### src/design/tsg_pkg.sv
// ----------------------------------------------------------------------------
// Triangle setup package
// Shared widths, pipeline stage indexes and payload types for the setup block.
// ----------------------------------------------------------------------------
`default_nettype none

package tsg_pkg;

  // Field widths.
  localparam int CW  = 17;  // edge delta, signed
  localparam int AW  = 35;  // signed area
  localparam int PW  = 26;  // delta times 8-bit channel value, signed
  localparam int NW  = 27;  // gradient numerator, signed
  localparam int OW  = 24;  // 12.12 result
  localparam int QW  = 25;  // divider quotient bits
  localparam int XW  = NW + 18;  // divider dividend 2|n|*65536 + |area|
  localparam int YW  = AW + 1;   // divider divisor 2|area|

  // Pipeline stage indexes.
  localparam int DIV_STEPS  = QW;
  localparam int ST_S1      = 0;  // edge deltas
  localparam int ST_S2      = 1;  // products
  localparam int ST_S3      = 2;  // area and numerators
  localparam int ST_PREP    = 3;  // divider operands
  localparam int ST_OUT     = ST_PREP + DIV_STEPS + 1;
  localparam int NUM_STAGES = ST_OUT + 1;

  // Saturation limits of a 12.12 result.
  localparam logic signed [OW-1:0] OUT_MAX = {1'b0, {(OW-1){1'b1}}};
  localparam logic signed [OW-1:0] OUT_MIN = {1'b1, {(OW-1){1'b0}}};

  // Input item as packed on tdata, last field in the lowest bits.
  typedef struct packed {
    logic [23:0]        colour_c;
    logic [23:0]        colour_b;
    logic [23:0]        colour_a;
    logic signed [15:0] cy;
    logic signed [15:0] cx;
    logic signed [15:0] by_coord;
    logic signed [15:0] bx;
    logic signed [15:0] ay;
    logic signed [15:0] ax;
  } in_item_t;

  // Edge deltas of one triangle.
  typedef struct packed {
    logic signed [CW-1:0] ex0;
    logic signed [CW-1:0] ex1;
    logic signed [CW-1:0] ex2;
    logic signed [CW-1:0] ey0;
    logic signed [CW-1:0] ey1;
    logic signed [CW-1:0] ey2;
  } delta_t;

endpackage

`default_nettype wire

### src/design/tsg_front.sv
// ----------------------------------------------------------------------------
// Triangle setup front end
// Forms the edge deltas, the two cross products and the signed area.
// ----------------------------------------------------------------------------
`default_nettype none

module tsg_front (
  input  wire logic                        clk_i,
  input  wire logic [tsg_pkg::NUM_STAGES-1:0] en_i,
  input  wire tsg_pkg::in_item_t           item_i,
  output tsg_pkg::delta_t                  delta_o,
  output logic [23:0]                      col_a_o,
  output logic [23:0]                      col_b_o,
  output logic [23:0]                      col_c_o,
  output logic signed [tsg_pkg::AW-1:0]    area_o
);
  import tsg_pkg::*;

  delta_t                      delta_q;
  logic [23:0]                 col_a_q, col_b_q, col_c_q;
  logic signed [2*CW-1:0]      p0_q, p1_q;
  logic signed [AW-1:0]        area_q;
  delta_t                      delta_d;

  // Edge deltas, sign extended by one bit.
  always_comb begin
    delta_d.ex0 = CW'(item_i.ax) - CW'(item_i.cx);
    delta_d.ex1 = CW'(item_i.bx) - CW'(item_i.ax);
    delta_d.ex2 = CW'(item_i.cx) - CW'(item_i.bx);
    delta_d.ey0 = CW'(item_i.ay) - CW'(item_i.cy);
    delta_d.ey1 = CW'(item_i.by_coord) - CW'(item_i.ay);
    delta_d.ey2 = CW'(item_i.cy) - CW'(item_i.by_coord);
  end

  always_ff @(posedge clk_i) begin
    if (en_i[ST_S1]) begin
      delta_q <= delta_d;
      col_a_q <= item_i.colour_a;
      col_b_q <= item_i.colour_b;
      col_c_q <= item_i.colour_c;
    end
  end

  // Only the edge through B and C is nonzero at vertex A, so it equals the area.
  always_ff @(posedge clk_i) begin
    if (en_i[ST_S2]) begin
      p0_q <= delta_q.ex0 * delta_q.ey2;
      p1_q <= delta_q.ey0 * delta_q.ex2;
    end
  end

  always_ff @(posedge clk_i) begin
    if (en_i[ST_S3]) begin
      area_q <= AW'(p0_q) - AW'(p1_q);
    end
  end

  assign delta_o = delta_q;
  assign col_a_o = col_a_q;
  assign col_b_o = col_b_q;
  assign col_c_o = col_c_q;
  assign area_o  = area_q;

endmodule

`default_nettype wire

### config.mk
export PLATFORM = sky130hd
export DESIGN_NAME = tsg_front
export DESIGN_NICKNAME = d
export VERILOG_FILES = /design/src/design/tsg_pkg.sv /design/src/design/tsg_front.sv
export SDC_FILE = /design/constraint.sdc
export NUM_CORES = 2
export LEC_CHECK = 0
export ABC_CLOCK_PERIOD_IN_PS = 9700
export BUFFER_PORTS_ARGS = -buffer_cell sky130_fd_sc_hd__buf_2
export CORE_UTILIZATION = 60
export CTS_BUF_LIST = sky130_fd_sc_hd__clkbuf_8 sky130_fd_sc_hd__clkbuf_16
export DETAILED_ROUTE_END_ITERATION = 8
export GPL_TIMING_DRIVEN = 0
export PLACE_DENSITY = 0.87
export SLEW_MARGIN = 10
export SYNTH_ARGS = -nofsm -noshare
export SYNTH_HDL_FRONTEND = slang
export SYNTH_SLANG_ARGS = --single-unit
### constraint.sdc
create_clock -name clk_i -period 9.7 [get_ports clk_i]
set_input_delay 1.455 -clock clk_i [delete_from_list [all_inputs] [get_ports clk_i]]
set_output_delay 1.455 -clock clk_i [all_outputs]
set_load 0.02 [all_outputs]
Word level (Yosys, flattened, before mapping)
Cells that the tools add are included.
{"block": "totals", "ff_bits": 277, "input_bits": 199, "elab_cells": 21, "output_inout_bits": 209}
{"block": "op_classes", "add_sub_neg": 7, "mul": 2}
{"operator": "subtractor 16 x 16 -> 17 bit", "n": 6}
{"operator": "multiplier 17 x 17 -> 34 bit", "n": 2}
{"operator": "subtractor 34 x 34 -> 35 bit", "n": 1}

Longest topological paths before layout
{"block": "logic_depth", "ltp_word": 1, "depth_mapped": 25, "depth_no_buf": 23}

Least setup slack after synthesis
Ideal clock, no wire load.
{"block": "synth_timing", "path_type": "register to register", "from": "reg delta_q (netlist bit delta_o[101])", "to": "reg p0_q[33] (data pin)", "stages_incl_launch_ff": 22, "period_less_slack_ns": 6.349, "t_required_ns": 9.440, "setup_time_ns": 0.260, "t_arrival_ns": 6.089, "n_path_buf": 1, "setup_slack_ns": 3.351, "cell_sequence": "edfxtp_1 > clkbuf_1 > nand2_1 > inv_1 > fa_1 > fa_1 > fa_1 > fa_1 > fa_1 > inv_1 > fa_1 > inv_1 > ha_1 > a21o_1 > a21oi_1 > o21ai_0 > a221oi_1 > o21ai_1 > a21o_1 > a21o_1 > a21oi_1 > xnor2_1"}
{"block": "synth_via", "elab_chain_len": 1}
{"element": "start, declared", "line": "tsg_front.sv:19", "source": "delta_t delta_q;"}
{"element": "start signal, assigned", "line": "tsg_front.sv:37", "source": "delta_q <= delta_d;"}
{"element": "multiplier 17 x 17 -> 34 bit", "line": "tsg_front.sv:47", "source": "p0_q <= delta_q.ex0 * delta_q.ey2;"}
{"element": "end signal, assigned", "line": "tsg_front.sv:47"}
{"element": "end, declared", "line": "tsg_front.sv:21", "source": "logic signed [2*CW-1:0] p0_q, p1_q;"}
No other way between the ends.
A chain may end at the register's enable or synchronous reset.

Worst setup path in the final report
{"block": "layout_timing", "from": "reg delta_q (netlist bit delta_o[5])", "to": "reg p0_q[33] (data pin)"}
The elaborated chain is that of the path after synthesis.

==> flow_summary.json <==
{
  "synth_top_family_by_area": "adder cells",
  "core_region_area_sq_um": 59200,
  "ys_warn_count": 0,
  "drc_errors": 32,
  "grt_first_pass_wirelength_mm": 153,
  "ys.flop_type": "edfxtp_1",
  "synth_cell_type_count": 73,
  "dieArea_sq_um": 61100,
  "grtUsageTotal": 0.340,
  "final.setup.tns_ns": 0,
  "violations": "design-rule violations",
  "overflow": 0,
  "finalCritPeriodShare": 0.775,
  "met2_usage": 0.542,
  "drt-total-wl_mm": 101,
  "dp_hpwl_mm": 82.0,
  "cp.required_ns": 10.02,
  "synth_area_leaders": "fa_1, edfxtp_1, ha_1",
  "crit_path_end_kind": "flop",
  "cts_tree": "yes",
  "min_path_type": "reg -> reg",
  "postRouteAntennaNets": 0,
  "status": "finished with violations",
  "synth_top_area_frac": 0.332,
  "fmax_ghz": 0.133,
  "layout_commonest_cell": "inv_1",
  "final_cell_mix": "inv_1, fa_1, buf_2",
  "synthAdderAreaFrac": 0.437,
  "postCtsSetupRepairBufs": 0,
  "hold_viol": 0,
  "ctsHoldBuffers": 0,
  "fillerInstances": 4477,
  "rows": 89,
  "critical_path_class": "reg -> reg",
  "die_h_um": 247,
  "first_global_vias": 28100,
  "fin_crit_ns": 7.51,
  "io_buffers": 380,
  "numCtsBuffers": 35,
  "synth_edf_count": 277,
  "numClockSinks": 277,
  "worstMarginPinSlew_ns": 0.946,
  "synthArstFlopShare": 0,
  "grt_util_met3": 0.0789,
  "ctsResizeCount": 0,
  "synth-seq-cells": 277,
  "start_util": 0.609,
  "drv_cap": 0,
  "clock_path_buffers": 3,
  "drt-initial-drc-count": 2041,
  "synthSimpleGateAreaFrac": 0.133,
  "synth.cell_area_sq_um": 36100,
  "num-nets-final": 5052,
  "slew_headroom": 0.370,
  "syn-num-nets": 4633,
  "fin_skew_ns": 0.0233,
  "via_count": 27100,
  "crit_fanout": 10,
  "maxSlewViolCount": 0,
  "area_delta_synth_final_pct": 11.4,
  "htreeDepth": 2,
  "yosysTopAreaCell": "fa_1",
  "synth-compound-area-share": 0.0723,
  "grt.busiest_layer": "met2",
  "r2r_slack_ns": 2.19,
  "grt_max_degree": 90,
  "die_x_um": 247,
  "first_pass_iters": 9,
  "cp-start-kind": "flop",
  "gp_congestion": 1.00,
  "wl_per_cell_um": 21.1,
  "postSynthCellCount": 3535,
  "synthMuxAreaShare": 0,
  "clock-root-buffer": "clkbuf_16",
  "worstPathArrival_ns": 7.83,
  "num_io_pins": 408,
  "clock_latency_ns": 0.57,
  "finalSetupViolCount": 0,
  "antenna_found_initial": 20,
  "ys_seq_area_frac": 0.231,
  "synth_xor_area_frac": 0.0389,
  "clkTransAtPathRegs_ns": 0.06,
  "rsz0062_at_grt": "false",
  "grtUsageMet1": 0.400,
  "drive_gt1_frac": 0.118,
  "vias_per_cell": 5.68,
  "synth.avg_cell_area_sq_um": 10.2
}
==> per-layer routing <==
| metal | vias to the layer above | part of all wire | wire length [um] |
|---|---|---|---|
| li1 | 12000 | - | - |
| met1 | 13400 | 0.35 | 35300 |
| met2 | 1302 | 0.47 | 46800 |
| met3 | 335 | 0.096 | 9670 |
| met4 | 8 | 0.087 | 8740 |
| met5 | - | 0.00042 | 42 |
==> cell families after synthesis <==
family | count (synthesis)
buffers and inverters | 849
DFF | 277
xor gates and xnor gates | 160
AOI/OAI and AO/OA | 390
and+or+nand+nor | 960
adders and majority gates | 899
==> area by class of cell <==
cell class | count | area, sq um | area share
inverters | 774 | 2910 | 0.0723
clock buffers | 35 | 876 | 0.0218
clock inverters | 27 | 254 | 0.00632
diodes | 13 | 32.5 | 0.000810
multi-input cells | 2409 | 24600 | 0.612
repair buffers | 382 | 1970 | 0.0490
flip-flops and latches | 277 | 8320 | 0.207
well taps | 773 | 967 | 0.0241
plain buffers | 75 | 282 | 0.00701
==> worst paths after layout <==
path / start / to / depth (start not counted)
setup / recovery: delta_o[5]$_DFFE_PP_ / p0_q[33]$_DFFE_PP_ / 20
hold reg to reg: p1_q[0]$_DFFE_PP_ / area_o[0]$_DFFE_PP_ / 2
setup reg to reg: delta_o[5]$_DFFE_PP_ / p0_q[33]$_DFFE_PP_ / 20
hold / removal: p1_q[0]$_DFFE_PP_ / area_o[0]$_DFFE_PP_ / 2
==> registers in the layout, indices dropped and copies added (netlist names) <==
signal	cells
delta_o	102
area_o	35
p0_q	34
p1_q	34
col_a_o	24
col_b_o	24
col_c_o	24
==> critical path, stage by stage (launching register included) <==
cell      delay [ns]
edfxtp_1        0.72
clkbuf_1        0.51
nand2_1         0.25
fa_1            0.59
inv_1           0.07
fa_1            0.84
fa_1            0.54
fa_1            0.52
fa_1            0.50
inv_1           0.05
fa_1            0.47
inv_1           0.04
ha_1            0.35
nand3_1         0.17
nor4_1          0.49
nand3_1         0.13
o21ai_1         0.47
a21o_1          0.21
a21o_1          0.11
a21oi_1         0.08
xnor2_1         0.13
==> metrics by stage <==
step | util | std cells | area [sq um] | hold slack, ns | setup WS (ns)
after detailed placement | 0.658 | 4690 | 39000 | 0.658 | 2.41
final | 0.678 | 4765 | 40200 | 0.676 | 2.19
after global routing | 0.678 | 4760 | 40200 | 0.709 | 1.99
after global placement | 0.657 | 4688 | 38900 | 0.647 | 2.50
after floorplan | - | 3535 | 36100 | 0.607 | 3.35
after CTS | 0.677 | 4752 | 40100 | 0.675 | 2.35
==> synth_stat cells, types with 25 or more instances <==
cell type  count
xor2_1        32
nor2b_1       25
and3_1        25
nor2_1       133
nand2b_1      29
a21oi_1       98
xnor2_1      128
o21a_1        25
edfxtp_1     277
o21ai_0       76
nor3_1        44
and2_1       296
nand3_1       30
a21o_1        50
fa_1         599
ha_1         300
clkbuf_1      70
inv_1        774
nand2_1      325
Power is not shown: default switching activity piles up to over one toggle a cycle in this logic, so the estimate is an artifact.
